==> src/rtl/smpf_pkg.sv <==
// Shared types and codes for the strict priority multi-FIFO.
// No dependencies; every other file imports this package.
package smpf_pkg;

    localparam int LVL_W  = 2;   // width of the level fields
    localparam int WORD_W = 32;  // width of the data ports

    typedef enum logic {
        CMD_ENQ = 1'b0,
        CMD_DEQ = 1'b1
    } t_cmd;

    typedef enum logic [1:0] {
        ST_OK    = 2'd0,
        ST_FULL  = 2'd1,
        ST_EMPTY = 2'd2
    } t_status;

    typedef enum logic {
        S_IDLE = 1'b0,
        S_READ = 1'b1
    } t_state;

    // item requests into the pointer bank
    typedef struct packed {
        logic enq;
        logic deq;
    } t_ptr_req;

    // qualified grants out of the pointer bank
    typedef struct packed {
        logic enq_ok;
        logic deq_ok;
    } t_ptr_rsp;

    // entry store access
    typedef struct packed {
        logic wr;
        logic rd;
    } t_mem_cmd;

endpackage

==> src/rtl/smpf_store.sv <==
// Entry store: one single-port synchronous RAM holding all levels' rings.
// Depends on smpf_pkg for the access command struct.
module smpf_store
    import smpf_pkg::*;
#(
    parameter int ENTRIES = 64,
    parameter int DW      = 32,
    localparam int ADDR_W = $clog2(ENTRIES)
) (
    input  logic              i_clk,
    input  t_mem_cmd          i_cmd,
    input  logic [ADDR_W-1:0] i_addr,
    input  logic [DW-1:0]     i_wdata,
    output logic [DW-1:0]     o_rdata
);

    logic [DW-1:0] r_mem [ENTRIES];
    logic [DW-1:0] r_q;

    always_ff @(posedge i_clk) begin
        if (i_cmd.wr) begin
            r_mem[i_addr] <= i_wdata;
        end
        if (i_cmd.rd) begin
            r_q <= r_mem[i_addr];
        end
    end

    assign o_rdata = r_q;

endmodule

==> src/rtl/smpf_ptrs.sv <==
// Pointer bank: head, tail and occupancy per level, priority pick and
// entry store address generation. Depends on smpf_pkg.
module smpf_ptrs
    import smpf_pkg::*;
#(
    parameter int LEVELS  = 4,
    parameter int DEPTH   = 16,
    localparam int LIDX_W = $clog2(LEVELS),
    localparam int ADDR_W = $clog2(LEVELS * DEPTH)
) (
    input  logic              i_clk,
    input  logic              i_rst_n,
    input  t_ptr_req          i_req,
    input  logic [LVL_W-1:0]  i_level,
    output t_ptr_rsp          o_rsp,
    output logic [LIDX_W-1:0] o_deq_level,
    output logic [ADDR_W-1:0] o_addr
);

    localparam int PTR_W = $clog2(DEPTH);
    localparam int CNT_W = $clog2(DEPTH + 1);
    localparam logic [ADDR_W-1:0] DEPTH_A = ADDR_W'(DEPTH);
    localparam logic [CNT_W-1:0]  FULL_C  = CNT_W'(DEPTH);

    logic [PTR_W-1:0] r_head [LEVELS];
    logic [PTR_W-1:0] r_tail [LEVELS];
    logic [CNT_W-1:0] r_occ  [LEVELS];
    logic [PTR_W-1:0] n_head [LEVELS];
    logic [PTR_W-1:0] n_tail [LEVELS];
    logic [CNT_W-1:0] n_occ  [LEVELS];

    logic              lvl_ok;
    logic [LIDX_W-1:0] lidx;
    logic              found;
    logic [LIDX_W-1:0] pick;

    function automatic logic [PTR_W-1:0] ring_next(input logic [PTR_W-1:0] p);
        return (p == PTR_W'(DEPTH - 1)) ? '0 : p + 1'b1;
    endfunction

    // lowest-numbered non-empty level wins
    always_comb begin
        found = 1'b0;
        pick  = '0;
        for (int i = LEVELS - 1; i >= 0; i--) begin
            if (r_occ[i] != '0) begin
                found = 1'b1;
                pick  = LIDX_W'(i);
            end
        end
    end

    always_comb begin
        lvl_ok        = (int'(i_level) < LEVELS);
        lidx          = LIDX_W'(i_level);
        o_rsp.enq_ok  = i_req.enq && lvl_ok && (r_occ[lidx] != FULL_C);
        o_rsp.deq_ok  = i_req.deq && found;
        o_deq_level   = pick;
        if (i_req.enq) begin
            o_addr = ADDR_W'(lidx) * DEPTH_A + ADDR_W'(r_tail[lidx]);
        end else begin
            o_addr = ADDR_W'(pick) * DEPTH_A + ADDR_W'(r_head[pick]);
        end
    end

    always_comb begin
        n_head = r_head;
        n_tail = r_tail;
        n_occ  = r_occ;
        if (o_rsp.enq_ok) begin
            n_tail[lidx] = ring_next(r_tail[lidx]);
            n_occ[lidx]  = r_occ[lidx] + 1'b1;
        end
        if (o_rsp.deq_ok) begin
            n_head[pick] = ring_next(r_head[pick]);
            n_occ[pick]  = r_occ[pick] - 1'b1;
        end
    end

    always_ff @(posedge i_clk) begin
        if (!i_rst_n) begin
            for (int i = 0; i < LEVELS; i++) begin
                r_head[i] <= '0;
                r_tail[i] <= '0;
                r_occ[i]  <= '0;
            end
        end else begin
            r_head <= n_head;
            r_tail <= n_tail;
            r_occ  <= n_occ;
        end
    end

endmodule

==> src/rtl/strict_priority_multi_fifo_top.sv <==
// Strict priority multi-FIFO top level: command FSM and result registers.
// Depends on smpf_pkg, smpf_ptrs and smpf_store.
//
//   channel  | handshake            | fields
//   ---------+----------------------+-------------------------------------
//   command  | i_start / o_busy     | i_cmd, i_level, i_data_in
//   result   | o_done (1 cycle)     | o_status, o_data_out, o_level_out
//
// Enqueue and any rejected item: accepted and retired without going busy, result
// strobed the cycle after; enqueues can issue every cycle while o_busy is low.
// Successful dequeue: busy in S_READ while the RAM read returns, so no new item
// is taken until that read has delivered its result.
// A write always lands before any later read, so no forwarding is needed.
// Synchronous active-low reset empties every level; no clearing pass.
// Results cannot be stalled by the receiver.
module strict_priority_multi_fifo_top
    import smpf_pkg::*;
#(
    parameter int LEVELS     = 4,
    parameter int DEPTH      = 16,
    parameter int DATA_WIDTH = 32
) (
    input  logic              i_clk,
    input  logic              i_rst_n,
    input  logic              i_start,
    output logic              o_busy,
    input  logic              i_cmd,
    input  logic [LVL_W-1:0]  i_level,
    input  logic [WORD_W-1:0] i_data_in,
    output logic              o_done,
    output logic [1:0]        o_status,
    output logic [WORD_W-1:0] o_data_out,
    output logic [LVL_W-1:0]  o_level_out
);

    localparam int ENTRIES = LEVELS * DEPTH;
    localparam int ADDR_W  = $clog2(ENTRIES);
    localparam int LIDX_W  = $clog2(LEVELS);
    localparam int SW      = (DATA_WIDTH < WORD_W) ? DATA_WIDTH : WORD_W;

    t_state            r_state, n_state;
    logic              r_done, n_done;
    t_status           r_status, n_status;
    logic [WORD_W-1:0] r_dout, n_dout;
    logic [LVL_W-1:0]  r_lout, n_lout;
    logic [LIDX_W-1:0] r_lvl, n_lvl;

    logic              accept;
    t_ptr_req          req;
    t_ptr_rsp          rsp;
    t_mem_cmd          mcmd;
    logic [LIDX_W-1:0] deq_level;
    logic [ADDR_W-1:0] addr;
    logic [SW-1:0]     rdata;

    assign o_busy = (r_state != S_IDLE);
    assign accept = i_start && !o_busy;
    assign req.enq = accept && (t_cmd'(i_cmd) == CMD_ENQ);
    assign req.deq = accept && (t_cmd'(i_cmd) == CMD_DEQ);
    assign mcmd.wr = rsp.enq_ok;
    assign mcmd.rd = rsp.deq_ok;

    smpf_ptrs #(
        .LEVELS (LEVELS),
        .DEPTH  (DEPTH)
    ) u_ptrs (
        .i_clk       (i_clk),
        .i_rst_n     (i_rst_n),
        .i_req       (req),
        .i_level     (i_level),
        .o_rsp       (rsp),
        .o_deq_level (deq_level),
        .o_addr      (addr)
    );

    smpf_store #(
        .ENTRIES (ENTRIES),
        .DW      (SW)
    ) u_store (
        .i_clk   (i_clk),
        .i_cmd   (mcmd),
        .i_addr  (addr),
        .i_wdata (SW'(i_data_in)),
        .o_rdata (rdata)
    );

    always_comb begin
        n_state = r_state;
        unique case (r_state)
            S_IDLE: begin
                if (rsp.deq_ok) begin
                    n_state = S_READ;
                end
            end
            S_READ: begin
                n_state = S_IDLE;
            end
            default: begin
                n_state = S_IDLE;
            end
        endcase
    end

    always_comb begin
        n_done   = 1'b0;
        n_status = ST_OK;
        n_dout   = '0;
        n_lout   = '0;
        n_lvl    = r_lvl;
        unique case (r_state)
            S_IDLE: begin
                if (rsp.deq_ok) begin
                    n_lvl = deq_level;
                end else if (accept) begin
                    n_done = 1'b1;
                    if (req.enq) begin
                        n_status = rsp.enq_ok ? ST_OK : ST_FULL;
                    end else begin
                        n_status = ST_EMPTY;
                    end
                end
            end
            S_READ: begin
                n_done   = 1'b1;
                n_status = ST_OK;
                n_dout   = WORD_W'(rdata);
                n_lout   = LVL_W'(r_lvl);
            end
            default: begin
                n_done = 1'b0;
            end
        endcase
    end

    always_ff @(posedge i_clk) begin
        if (!i_rst_n) begin
            r_state <= S_IDLE;
            r_done  <= 1'b0;
        end else begin
            r_state <= n_state;
            r_done  <= n_done;
        end
    end

    always_ff @(posedge i_clk) begin
        r_status <= n_status;
        r_dout   <= n_dout;
        r_lout   <= n_lout;
        r_lvl    <= n_lvl;
    end

    assign o_done      = r_done;
    assign o_status    = r_status;
    assign o_data_out  = r_dout;
    assign o_level_out = r_lout;

endmodule

==> config.mk <==
export PLATFORM = sky130hd
export DESIGN_NAME = strict_priority_multi_fifo_top
export DESIGN_NICKNAME = d
export VERILOG_FILES = /design/src/rtl/smpf_pkg.sv /design/src/rtl/smpf_store.sv /design/src/rtl/smpf_ptrs.sv /design/src/rtl/strict_priority_multi_fifo_top.sv
export SDC_FILE = /design/constraint.sdc
export NUM_CORES = 2
export LEC_CHECK = 0
export ABC_AREA = 0
export BUFFER_PORTS_ARGS = -buffer_cell sky130_fd_sc_hd__buf_2
export CAP_MARGIN = 15
export CORE_ASPECT_RATIO = 0.5
export CORE_MARGIN = 4
export CORE_UTILIZATION = 50
export DETAILED_ROUTE_END_ITERATION = 10
export HOLD_SLACK_MARGIN = 0.05
export PLACE_DENSITY_LB_ADDON = 0.1
export SLEW_MARGIN = 15
export SYNTH_ARGS = -nofsm -noshare
export SYNTH_HDL_FRONTEND = slang
export SYNTH_SLANG_ARGS = --single-unit
==> constraint.sdc <==
create_clock -name i_clk -period 14.65 [get_ports i_clk]
set_input_delay 2.93 -clock i_clk [delete_from_list [all_inputs] [get_ports i_clk]]
set_output_delay 2.93 -clock i_clk [all_outputs]
set_load 0.01 [all_outputs]
==> summary.md <==
| Metric | Value |
|---|---|
| Status | `finished clean` |
| Grt total ovfl | `0` |
| Global-route usage over all layers | `29.38%` |
| Final ANT Viol Nets | `0` |
| Post-synth EDFFs | `approximately 2100` |
| Height of the die | `slightly below 300 um` |
| CTS tree | `built` |
| Hold_sp | `u_ptrs.r_head[5]` |
| Final setup margin | `6828 ps` |
| WL final | `about 250000 um` |
| Port bufs | `75` |
| Detailed placement HPWL | `~120000 um` |
| Post-CTS sizing | `0` |
| CP Class | `input pin to flip-flop` |
| Reg2Reg Launch Point | `u_ptrs.r_occ[10]` |
| Fill count | `12000` |
| Initial antenna violation count | `21` |
| DIE WIDTH | `around 570 um` |
| Reg2Reg Depth | `15` |
| First-pass GRT wire length | `around 340000 um` |
| Reg2reg end | `u_store.o_rdata[18]` |
| Async S/R FF share, synth | `0%` |
| CTS Root Cell | `clkbuf_16` |
| TritonCTS Buffers | `187` |
| R2R Setup Slk | `around 8100 ps` |
| Area growth from synthesis to layout | `12.05%` |
| DRT iter0 DRCs | `~7600` |
| Critical Path Sink Type | `flip-flop` |
| Most common cell after layout, fill and taps aside | `edfxtp_1` |
| Max-Cap Viols | `0` |
| Highest clock rate | `approximately 130 MHz` |
| Fin. max-slew vios | `0` |
| Crit-path max FO | `52` |
| Vias per cell | `slightly below 7` |
| Clk buf depth | `3` |
| Layout Skew | `37.19 ps` |
| Worst-case hold path end point | `u_ptrs.r_head[5]` |
| Setup violators final | `0` |
| Worst hold path class | `flip-flop to flip-flop` |
| Synthesized flop and latch total | `2172` |
| Final hold violation count | `0` |
| Part of the cycle the worst path needs | `53.40%` |
| DR pass1 iterations | `7` |
| Largest net degree at the start of global routing | `around 130` |
| Primary FF master, synth | `edfxtp_1` |
| Syn Area/Cell | `18.16 um2` |
| Mapped Cells | `4368` |
| Unrepaired setup endpoints after global routing | `no` |
| Multi-input gate area | `between 10000 and 15000 um2` |
| Layout cell share with drive strength beyond 1 | `a little over an eighth` |
| CP Launch Type | `input pin` |
| DIE AREA | `~170000 um2` |
| FP Rows | `just over 100` |
| Crit path DAT | `approximately 8500 ps` |
| Yosys warns | `0` |
| Starting density of the core | `around half` |
| Leakage | `between 20 and 30 nW` |
| Relative slew slack | `between 10% and 20%` |
| Syn nets | `around 4400` |
| Vias | `45960` |
| Sequential element share of the synthesized area | `around four fifths` |
| # hold bufs at CTS | `0` |
| Routability cong. | `about 0.86` |
| Most frequent cells in the layout | `2082 x edfxtp_1, 833 x a22oi_1, 188 x clkbuf_16, 146 x a41oi_1, 144 x buf_4` |
| Wire per inst | `roughly 37 um` |
| Post-place setup slack | `roughly 6000 ps` |
| Critical path required time | `15310 ps` |
| Setup Buffers After CTS | `0` |
| Final setup TNS | `0 ps` |
| H-tree depth | `4` |
| Register area | `about 64000 um2` |
| VDD IR max | `around 0.00023 V` |
| Synth cell types | `65` |
| Pwr Density | `around 180 nW/um2` |
| Clk slew on worst S/H paths | `about 70 ps` |
| Total chip power | `16.00 mW` |
| Core ar. | `between 150000 and 200000 um2` |
| Worst-Margin Slew | `about 1300 ps` |
| Worst Hold Depth | `2` |
| Number of global-route vias before repair | `between 40000 and 50000` |
| Post-synthesis cell area | `79310 um2` |
| Clock sink count | `2172` |
| I/O pin cnt | `76` |
| Min Clock Period, post-route | `around 7800 ps` |
| Clock insertion delay at the later pin of the skew report | `820 ps` |
| Final net count | `4531` |
| Post-route DRC | `0` |
## cells by family (layout without fill, tap and decap cells)
family,count (synthesis),in the layout,share of synthesized area [%]
AOI/OAI and AO/OA,1370,1370,13.37
xor gates and xnor gates,8,8,0.08835
adders and majority gates,5,5,0.07888
buffers and inverters,288,563,1.590
DFF,2172,2172,81.10
muxes,43,43,0.6957
other,0,8,0
and+or+nand+nor,482,482,3.078
## report_power, final
group	total (mW)	leakage (nW)	switching (mW)	internal, mW
Sequential	7.19	19.5	0.139	7.05
Combinational	3.96	4.49	2.88	1.08
Clock	4.85	2.86	2.25	2.60
Total	16.0	26.8	5.27	10.7
## cell type report
type                            count  area share, %
Antenna cell                        8        0.02253
Clock buffer                      240          5.559
Clock inverter                    104          1.076
Inverter                            7        0.02957
Multi-Input combinational cell   1908          16.23
Sequential cell                  2172          72.38
Tap cell                         2100          2.957
Timing Repair Buffer              212          1.751
## sequential cells by signal, summed over array words and instances (netlist names)
| register | flops |
|---|---|
| o_busy | 1 |
| o_data_out | 32 |
| o_done | 1 |
| o_level_out | 2 |
| o_status | 2 |
| r_lvl | 2 |
| u_ptrs.r_head | 16 |
| u_ptrs.r_occ | 20 |
| u_ptrs.r_tail | 16 |
| u_store.o_rdata | 32 |
| u_store.r_mem | 2048 |
## critical path, cell delays in order
cell and delay, ps:
buf_2 400, mux4_2 610, and2_1 230, a21o_1 180
buf_4 300, nor3_4 280, buf_4 500, buf_4 770
buf_4 750, buf_4 590, a22oi_1 140, a41oi_1 370
nor4_2 180, nand4_1 130
## cells in the mapped netlist (all sizes together) (3+ instances only)
master   count  area, um2
mux2         7      78.83
nor3        19      130.1
mux4         9      202.7
buf        145      724.5
nor2b       11      68.82
mux2i       27      270.3
a32oi        3      26.28
a2111oi      3      26.28
o211ai      13      97.59
a21o         4      30.03
a31o        56      490.5
dfxtp       90       1802
and2        50      312.8
and3        14      87.58
nor4        27      168.9
xnor2        5      43.79
a21oi       59      310.3
a221oi      72      630.6
or4          9      67.56
a22o        69      604.3
o21bai       5      37.54
o211a       14      140.1
o31ai        7      66.31
a31oi       15      93.84
clkbuf     136      510.5
nor2        96      360.4
xor2         3      26.28
a21boi      19      142.6
a41o         3      30.03
a41oi      147       1295
a22oi      833       6254
ha           5      62.56
o21ai       22      110.1
nand3       29      145.1
inv          7      26.28
a211oi       6      45.04
edfxtp    2082      62520
a311oi       3      26.28
and4         9      78.83
nand2      142      533.0
o2bb2ai      5      43.79
nand4       64      400.4
## layer usage
metal  track usage [%]  vias up  part of all wire [%]  wire length, um
li1                  -    18650                     -                -
met1             44.70    23940                    42           102600
met2             42.76     3006                    43           106600
met3             7.420      354                    13            32120
met4             7.036        4                   2.3             5585
met5                 0        -                0.0089               22
## worst max-delay path by stage
stage,from,end,slack (ps),cells past startpoint
2_1_floorplan,i_level[0],u_store.r_mem[2][0],7750,11
3_3_place_gp,i_level[0],u_store.o_rdata[15],6220,14
3_5_place_dp,i_level[0],u_store.o_rdata[18],6180,14
4_1_cts,i_level[0],u_store.o_rdata[18],7030,14
5_1_grt,i_level[0],u_store.o_rdata[18],6760,14
6_report,i_level[0],u_store.o_rdata[18],6830,14
## stage by stage
| step | util, % | instances | area, um2 | hold WS, ps |
|---|---|---|---|---|
| final | 56.34 | 6751 | 88870 | 467.8 |
| after detailed placement | 52.53 | 6398 | 82870 | 457.0 |
| after floorplan | - | 4368 | 79310 | 426.1 |
| after global routing | 56.33 | 6743 | 88850 | 489.4 |
| after CTS | 56.27 | 6742 | 88760 | 468.0 |
| after global placement | 52.53 | 6398 | 82860 | 447.9 |
Power figures use the tool's default switching activity.
